[src/rtl/ssmd_pkg.sv]
// ----------------------------------------------------------------------------
// Seven-segment scan driver package
// Opcodes, register indexes, widths and the digit font shared by the driver.
// ----------------------------------------------------------------------------
package ssmd_pkg;

  // Default number of digit positions and the fixed number of segment lines.
  localparam int DIGIT_COUNT_DEF = 4;
  localparam int SEGMENT_COUNT   = 8;
  localparam int SEG_W           = $clog2(SEGMENT_COUNT);

  // Fixed widths of the beat fields and the configuration port.
  localparam int EN_W    = 4;
  localparam int VALUE_W = 16;
  localparam int CODE_W  = 4;
  localparam int ADDR_W  = 3;
  localparam int DATA_W  = 32;

  // Digit code that shows nothing.
  localparam logic [CODE_W-1:0] BLANK_CODE = 4'hF;

  // Reciprocal of 60 scaled by 2^22; exact for every 16-bit value.
  localparam logic [16:0] RECIP60       = 17'd69906;
  localparam int          RECIP60_SHIFT = 22;

  typedef enum logic [1:0] {
    OP_TICK    = 2'd0,
    OP_NUMBER  = 2'd1,
    OP_SECONDS = 2'd2,
    OP_DIGIT   = 2'd3
  } opcode_t;

  // Register index, taken from byte address bit 2.
  localparam logic REG_DISPLAY_ON = 1'b0;
  localparam logic REG_DOT_ON     = 1'b1;

  // Font: bit 7 is segment a through bit 1 segment g, bit 0 the dot.
  localparam logic [7:0] SEGMENT_FONT [10] = '{
    8'hFC, 8'h60, 8'hDA, 8'hF2, 8'h66, 8'hB6, 8'hBE, 8'hE0, 8'hFE, 8'hF6
  };

  // Segment pattern of one digit code, with the dot added when enabled.
  function automatic logic [7:0] glyph_of(input logic [CODE_W-1:0] code, input logic dot);
    logic [7:0] g;
    g = (code < 4'd10) ? SEGMENT_FONT[code] : 8'h00;
    g[0] = g[0] | dot;
    return g;
  endfunction

endpackage

[src/rtl/seven_segment_mux_driver.sv]
// ----------------------------------------------------------------------------
// Seven-segment multiplexed display driver
// Stores decimal digits from number, mm:ss and single-digit writes, and on
// each tick returns the digit enables for the current segment line.
// ----------------------------------------------------------------------------
//
//   Channel | Direction | Beat contents
//   --------+-----------+-------------------------------------------------
//   in      | input     | opcode, value, digit_pos
//   out     | output    | digit_enables, segment_index (ticks only)
//   apb     | config    | 0x0 display_on, 0x4 dot_on
//
// Every beat passes three register stages (input, thousands/seconds split,
// digit extraction) and ticks then land in the output register. One beat is
// taken every cycle while the pipeline is not stalled.
// The pipeline moves as one: it stalls only while a result sits unread in
// the output register. Reset is synchronous; it clears the digits to zero,
// the scan to segment a, display_on to one and dot_on to zero.
//
module seven_segment_mux_driver #(
  parameter int DIGIT_COUNT = ssmd_pkg::DIGIT_COUNT_DEF
) (
  input  logic                          clk,
  input  logic                          rst,
  // Item channel
  input  logic                          in_valid,
  output logic                          in_ready,
  input  logic [1:0]                    opcode,
  input  logic [ssmd_pkg::VALUE_W-1:0]  value,
  input  logic [1:0]                    digit_pos,
  // Result channel
  output logic                          out_valid,
  input  logic                          out_ready,
  output logic [ssmd_pkg::EN_W-1:0]     digit_enables,
  output logic [ssmd_pkg::SEG_W-1:0]    segment_index,
  // Configuration port
  input  logic                          psel,
  input  logic                          penable,
  input  logic                          pwrite,
  input  logic [ssmd_pkg::ADDR_W-1:0]   paddr,
  input  logic [ssmd_pkg::DATA_W-1:0]   pwdata,
  output logic [ssmd_pkg::DATA_W-1:0]   prdata,
  output logic                          pready
);
  import ssmd_pkg::*;

  // Only the first four digits have enable outputs.
  localparam int EN_COUNT = (DIGIT_COUNT < EN_W) ? DIGIT_COUNT : EN_W;

  // Configuration registers and display state.
  logic                     display_on;
  logic                     dot_on;
  logic [SEG_W-1:0]         scan_segment;
  logic [CODE_W-1:0]        digit_store      [DIGIT_COUNT];
  logic [CODE_W-1:0]        digit_store_next [DIGIT_COUNT];

  // Pipeline control.
  logic                     adv;
  logic                     v1, v2, v3;

  // Stage 1: input register.
  opcode_t                  op1;
  logic [VALUE_W-1:0]       val1;
  logic [1:0]               pos1;
  logic [13:0]              n_mod1;
  logic [32:0]              prod1;
  logic [10:0]              q60_1;

  // Stage 2: value below 10000 and the minutes quotient.
  opcode_t                  op2;
  logic [VALUE_W-1:0]       val2;
  logic [1:0]               pos2;
  logic [13:0]              n2;
  logic [10:0]              q60_2;
  logic [3:0]               th2;
  logic [9:0]               rem1_2;
  logic [16:0]              sec_full2;
  logic [CODE_W-1:0]        dcode2;

  // Stage 3: thousands digit, remainders, seconds and minutes.
  opcode_t                  op3;
  logic [1:0]               pos3;
  logic [CODE_W-1:0]        dcode3;
  logic [3:0]               th3;
  logic [9:0]               rem1_3;
  logic [5:0]               sec3;
  logic [7:0]               min3;
  logic [6:0]               rem2_3;
  logic [6:0]               mm3;
  logic [CODE_W-1:0]        dig3 [4];
  logic [EN_W-1:0]          en_next;

  // Tens of a value below 100.
  function automatic logic [3:0] tens_of(input logic [6:0] x);
    logic [3:0] q;
    q = '0;
    for (int k = 1; k <= 9; k++) begin
      if (x >= 7'(k * 10)) q = 4'(k);
    end
    return q;
  endfunction

  // Units of a value below 100.
  function automatic logic [3:0] units_of(input logic [6:0] x);
    logic [6:0] r;
    r = x;
    for (int k = 1; k <= 9; k++) begin
      if (x >= 7'(k * 10)) r = x - 7'(k * 10);
    end
    return r[3:0];
  endfunction

  // Hundreds of a value below 1000.
  function automatic logic [3:0] hundreds_of(input logic [9:0] x);
    logic [3:0] q;
    q = '0;
    for (int k = 1; k <= 9; k++) begin
      if (x >= 10'(k * 100)) q = 4'(k);
    end
    return q;
  endfunction

  // Remainder of a value below 1000 after its hundreds.
  function automatic logic [6:0] below_hundred(input logic [9:0] x);
    logic [9:0] r;
    r = x;
    for (int k = 1; k <= 9; k++) begin
      if (x >= 10'(k * 100)) r = x - 10'(k * 100);
    end
    return r[6:0];
  endfunction

  // The whole pipeline advances unless a result waits in the output register.
  assign adv      = !out_valid || out_ready;
  assign in_ready = adv;
  assign pready   = 1'b1;

  // Register read-back.
  assign prdata = {{(DATA_W-1){1'b0}}, (paddr[2] == REG_DOT_ON) ? dot_on : display_on};

  // Stage 1: value modulo 10000 by threshold compares, and value / 60.
  always_comb begin
    n_mod1 = val1[13:0];
    for (int k = 1; k <= 6; k++) begin
      if (val1 >= 16'(k * 10000)) n_mod1 = 14'(val1 - 16'(k * 10000));
    end
    prod1 = 33'(val1) * 33'(RECIP60);
    q60_1 = prod1[RECIP60_SHIFT +: 11];
  end

  // Stage 2: thousands digit, seconds remainder and digit-write code.
  always_comb begin
    th2    = '0;
    rem1_2 = n2[9:0];
    for (int k = 1; k <= 9; k++) begin
      if (n2 >= 14'(k * 1000)) begin
        th2    = 4'(k);
        rem1_2 = 10'(n2 - 14'(k * 1000));
      end
    end
    sec_full2 = 17'(val2) - 17'(q60_2) * 17'd60;
    dcode2    = (val2 > 16'd9) ? BLANK_CODE : val2[CODE_W-1:0];
  end

  // Stage 3: remaining decimal digits for number and mm:ss writes.
  always_comb begin
    rem2_3 = below_hundred(rem1_3);
    if (min3 >= 8'd200) begin
      mm3 = 7'(min3 - 8'd200);
    end else if (min3 >= 8'd100) begin
      mm3 = 7'(min3 - 8'd100);
    end else begin
      mm3 = min3[6:0];
    end
    case (op3)
      OP_NUMBER: begin
        dig3[0] = units_of(rem2_3);
        dig3[1] = tens_of(rem2_3);
        dig3[2] = hundreds_of(rem1_3);
        dig3[3] = th3;
      end
      OP_SECONDS: begin
        dig3[0] = units_of({1'b0, sec3});
        dig3[1] = tens_of({1'b0, sec3});
        dig3[2] = units_of(mm3);
        dig3[3] = tens_of(mm3);
      end
      default: begin
        for (int k = 0; k < 4; k++) dig3[k] = '0;
      end
    endcase
  end

  // Next digit store: right-aligned four-digit load or a single-digit write.
  always_comb begin
    for (int p = 0; p < DIGIT_COUNT; p++) digit_store_next[p] = digit_store[p];
    case (op3)
      OP_NUMBER, OP_SECONDS: begin
        for (int p = 0; p < DIGIT_COUNT; p++) begin
          digit_store_next[p] = '0;
          for (int k = 0; k < 4; k++) begin
            if (p == DIGIT_COUNT - 1 - k) digit_store_next[p] = dig3[k];
          end
        end
      end
      OP_DIGIT: begin
        for (int p = 0; p < DIGIT_COUNT; p++) begin
          if (int'(pos3) == p) digit_store_next[p] = dcode3;
        end
      end
      default: begin
      end
    endcase
  end

  // Digit enables for the current segment line.
  always_comb begin
    logic [7:0] g;
    g       = '0;
    en_next = '0;
    for (int i = 0; i < EN_COUNT; i++) begin
      g          = glyph_of(digit_store[i], dot_on);
      en_next[i] = display_on & g[~scan_segment];
    end
  end

  // Control state: valid bits, scan position, digits and configuration.
  always_ff @(posedge clk) begin
    if (rst) begin
      v1           <= 1'b0;
      v2           <= 1'b0;
      v3           <= 1'b0;
      out_valid    <= 1'b0;
      scan_segment <= '0;
      display_on   <= 1'b1;
      dot_on       <= 1'b0;
      for (int p = 0; p < DIGIT_COUNT; p++) digit_store[p] <= '0;
    end else begin
      if (adv) begin
        v1        <= in_valid;
        v2        <= v1;
        v3        <= v2;
        out_valid <= v3 && (op3 == OP_TICK);
        if (v3) begin
          for (int p = 0; p < DIGIT_COUNT; p++) digit_store[p] <= digit_store_next[p];
          if ((op3 == OP_TICK) && display_on) scan_segment <= scan_segment + SEG_W'(1);
        end
      end
      if (psel && penable && pwrite && pready) begin
        if (paddr[2] == REG_DOT_ON) begin
          dot_on <= pwdata[0];
        end else begin
          display_on <= pwdata[0];
        end
      end
    end
  end

  // Payload registers of every stage and the result register.
  always_ff @(posedge clk) begin
    if (adv) begin
      op1           <= opcode_t'(opcode);
      val1          <= value;
      pos1          <= digit_pos;
      op2           <= op1;
      val2          <= val1;
      pos2          <= pos1;
      n2            <= n_mod1;
      q60_2         <= q60_1;
      op3           <= op2;
      pos3          <= pos2;
      dcode3        <= dcode2;
      th3           <= th2;
      rem1_3        <= rem1_2;
      sec3          <= sec_full2[5:0];
      min3          <= q60_2[7:0];
      digit_enables <= en_next;
      segment_index <= scan_segment;
    end
  end

`ifndef SYNTHESIS
  // A tick leaving stage 3 becomes a result carrying the scan position it saw.
  a_tick_result: assert property (@(posedge clk) disable iff (rst)
    (adv && v3 && (op3 == OP_TICK)) |=> (out_valid && (segment_index == $past(scan_segment))))
    else $error("tick result missing or carries the wrong segment");

  // With the display on, each tick moves the scan forward by exactly one line.
  a_scan_step: assert property (@(posedge clk) disable iff (rst)
    (adv && v3 && (op3 == OP_TICK) && display_on)
      |=> (scan_segment == $past(scan_segment) + SEG_W'(1)))
    else $error("scan did not advance by one segment");

  // A digit write to the leftmost position stores its code there.
  a_digit_write: assert property (@(posedge clk) disable iff (rst)
    (adv && v3 && (op3 == OP_DIGIT) && (pos3 == 2'd0)) |=> (digit_store[0] == $past(dcode3)))
    else $error("digit write not stored");
`endif

endmodule
[config.mk]
export PLATFORM = sky130hd
export DESIGN_NAME = seven_segment_mux_driver
export DESIGN_NICKNAME = d
export VERILOG_FILES = /design/src/rtl/ssmd_pkg.sv /design/src/rtl/seven_segment_mux_driver.sv
export SDC_FILE = /design/constraint.sdc
export NUM_CORES = 1
export LEC_CHECK = 0
export BUFFER_PORTS_ARGS = -buffer_cell sky130_fd_sc_hd__buf_2
export CAP_MARGIN = 20
export CORE_UTILIZATION = 40
export DETAILED_ROUTE_END_ITERATION = 10
export SYNTH_ARGS = -nofsm -noshare
export SYNTH_HDL_FRONTEND = slang
export SYNTH_SLANG_ARGS = --single-unit
[constraint.sdc]
create_clock -name clk -period 4.4 [get_ports clk]
set_input_delay 0.22 -clock clk [delete_from_list [all_inputs] [get_ports clk]]
set_output_delay 0.22 -clock clk [all_outputs]
set_load 0.05 [all_outputs]
==> impl_metrics.ini <==
[outcome]
status = complete, but fails checks
violations = setup timing

[worst_setup_path]
cp-start-kind = register
worstSetupPathType = reg2reg
crit_required_ns = 4.57
timing.rr.end = q60_2[5]$_DFFE_PN_
r2r_setup_slack_ns = -0.005
critPathCaptureType = register
worstReg2RegStart = val1[1]$_DFFE_PN_
worstPathArrival_ns = 4.57
path_max_fanout = 3
reg2reg_depth = 17

[cells_and_area]
nets = 1848
final_cell_mix = 179 x ha_1, 115 x edfxtp_1, 114 x inv_1
utilization_pct = 47.1
final_common_cell = ha_1
area_growth_pct = 15.2
n_antenna_cell = 0
final_area_um2 = 15400
drive_gt1_share_pct = 15.5

[timing]
layout_worst_path_cycle_share_pct = 100
setup_ws_ns = -0.00460
max_freq_mhz = 227
skew_ns = 0.0117
tightest_slew_ns = 0.965
finalHoldViolCount = 0
final.setup.tns_ns = -0.00460
final_max_slew_viol_count = 0
setup_viol = 1
period_needed_ns = 4.40
slew_headroom_pct = 35.6

[global_routing]
grt_pass1_vias = 11255
grt_first_pass_wirelength_um = 56200
grt_antenna_before_repair = 0
grt_usage_pct = 20.5
grt_overflow_total = 0
grt_max_degree = 78

[detailed_routing]
viasPerCell = 5.71
wl_um = 34900
drc = 0
route.detailed.wl_per_inst_um = 17.2
drtIter0Drc = 799
dr_total_vias = 11579
antenna_left = 0
first_pass_iters = 5

[hold_path]
min_from = in_valid
hold_depth = 3
min_path_type = in2reg
timing.hold.worst_endpoint = v1$_SDFFE_PP0N_

[floorplanning]
die-area_um2 = 34200
start_util_pct = 40.9
die_w_um = 185
rows = 66
die_y_um = 185
io_pins = 104
core_area_um2 = 32700

[power]
peakVddDrop_mv = 0.385
power_density_nw_per_um2 = 660
power.leakage_nw = 6.57

[placed_design]
dpl.hpwl_um = 25700
port_buffers = 38
postPlaceCellArea_um2 = 14300
gp_congestion = 0.917

[synthesis]
synth_flop_cell = edfxtp_1
synth_top_area_share_pct = 25.8
yosysSeqAreaShare_pct = 27.2
synthTopCellsByArea = edfxtp_1 26%, ha_1 18%, a21oi_1 4.3%, inv_1 3.3%, o21ai_0 3.1%
postSynth.asyncResetShare_pct = 0
synth-edff-count = 115
yosysWarnings = 0
ys_ff_latch = 124
yosysTopAreaCell = edfxtp_1
synth_area_um2 = 13400
syn_inst = 1474
synth.distinct_cells = 106
syn_area_per_cell_um2 = 9.07

[clock_tree]
clock_path_buffers = 2
cts_tree = built
cts_root_buf = clkbuf_16
clk_latency_ns = 0.42
clkTransAtPathRegs_ns = 0.06
cts_made_buffers = 17
ctsHtreeMaxLevel = 4
cts.sinks = 124

[job]
drv_cap = 0
[how the worst max path moves through the flow]
stage,startpoint,endpoint,slack (ns),cells after the start
4_1_cts,val1[2]$_DFFE_PN_,q60_2[6]$_DFFE_PN_,0.003,18
3_3_place_gp,val1[6]$_DFFE_PN_,q60_2[6]$_DFFE_PN_,-0.05,18
5_1_grt,val1[1]$_DFFE_PN_,q60_2[5]$_DFFE_PN_,-0.15,17
2_1_floorplan,val1[5]$_DFFE_PN_,q60_2[6]$_DFFE_PN_,0.02,16
6_report,val1[1]$_DFFE_PN_,q60_2[5]$_DFFE_PN_,-0.005,17
3_5_place_dp,val1[2]$_DFFE_PN_,q60_2[6]$_DFFE_PN_,-0.14,16
[state kept, by name (all words and copies together) (netlist names), 2 cells and up]
signal / count
digit_enables: 4
val1: 16
digit_store: 16
min3: 8
dcode3: 4
pos1: 2
pos2: 2
op1: 2
pos3: 2
n2: 10
op2: 2
th3: 4
q60_2: 8
scan_segment: 3
op3: 2
rem1_3: 10
val2: 16
segment_index: 3
sec3: 4
[metal layers]
metal	track usage [%]	up-vias	share of wire, %
met5	0	-	0
li1	-	5633	-
met2	35.5	333	50
met4	7.44	0	2.3
met3	2.63	55	4.5
met1	26.0	5558	43
[final cells by class]
class	count	area, µm²
Timing Repair Buffer	146	1060
Inverter	121	455
Sequential cell	124	3630
Fill cell	3101	17300
Multi-Input combinational cell	1163	9110
Clock inverter	15	173
Tap cell	442	553
Clock buffer	17	425
[through the flow]
step | instances | worst slack, ns | total power [mW] | hold WS [ns]
after global placement | 1965 | -0.0497 | 8.30 | 0.397
after CTS | 2020 | 0.00319 | 9.89 | 0.0335
after floorplan | 1504 | 0.0237 | 6.81 | 0.319
after detailed placement | 1965 | -0.137 | 8.37 | 0.398
after global routing | 2028 | -0.149 | 11.0 | 0.0360
final | 2028 | -0.00460 | 10.2 | 0.0481
[synthesized netlist by cell type, types with 9 or more instances]
cell / instances
a221oi_1: 10
nand4_1: 10
a31oi_1: 33
a21o_1: 23
buf_4: 37
nor2b_1: 14
a21oi_1: 114
o221ai_1: 9
mux2i_1: 20
nand3_1: 37
fa_1: 20
nor2_1: 82
nand2_1: 97
o22ai_1: 16
clkbuf_1: 40
dfxtp_1: 9
o211ai_1: 17
nor3_1: 26
edfxtp_1: 115
o31ai_1: 14
a31o_2: 9
ha_1: 193
or2_2: 13
xnor2_1: 44
and3_1: 10
xor2_1: 9
inv_1: 117
nand2b_1: 23
o21ai_0: 82
buf_2: 11
o21a_1: 12
a211oi_1: 10
[repair_timing]
| action | in CTS | in global routing |
|---|---|---|
| setup buffers | 3 | 8 |
| pin swaps | 7 | 29 |
| endpoints found under the hold margin | 20 | 0 |
| gates resized for setup | 10 | 29 |
| hold buffers | 20 | 0 |
| endpoints found under the setup margin | 4 | 7 |
[report_power, final]
| group | internal [mW] | switching (mW) | total, mW |
|---|---|---|---|
| clock | 0.889 | 0.530 | 1.42 |
| combinational | 2.91 | 3.99 | 6.90 |
| sequential | 1.57 | 0.284 | 1.86 |
[kinds of logic (layout without fill, tap and decap cells)]
group,Yosys count,count (layout),synth area share (%)
multiplexers,25,25,1.92
XOR/XNOR,53,53,3.47
flip-flops,124,124,27.2
AND/OR/NAND/NOR,368,368,13.9
buffers and inverters,217,299,7.58
adder cells (fa/ha/maj),213,213,21.1
AO/OA/AOI/OAI,472,472,24.9
other,2,32,0.0562
[critical path, cell delays in order (launching register included)]
cell       delay (ns)
edfxtp_1         0.42
ha_1             0.33
inv_2            0.07
fa_1             0.45
buf_4            0.16
fa_1             0.47
inv_1            0.07
ha_4             0.28
ha_4             0.20
ha_4             0.27
nand3_4          0.09
a211oi_4         0.26
o2111ai_2        0.16
o21ai_2          0.23
o41ai_4          0.13
o211a_1          0.30
nor2b_4          0.14
xnor2_1          0.12
Note: power is estimated with default switching activity, not from simulation.
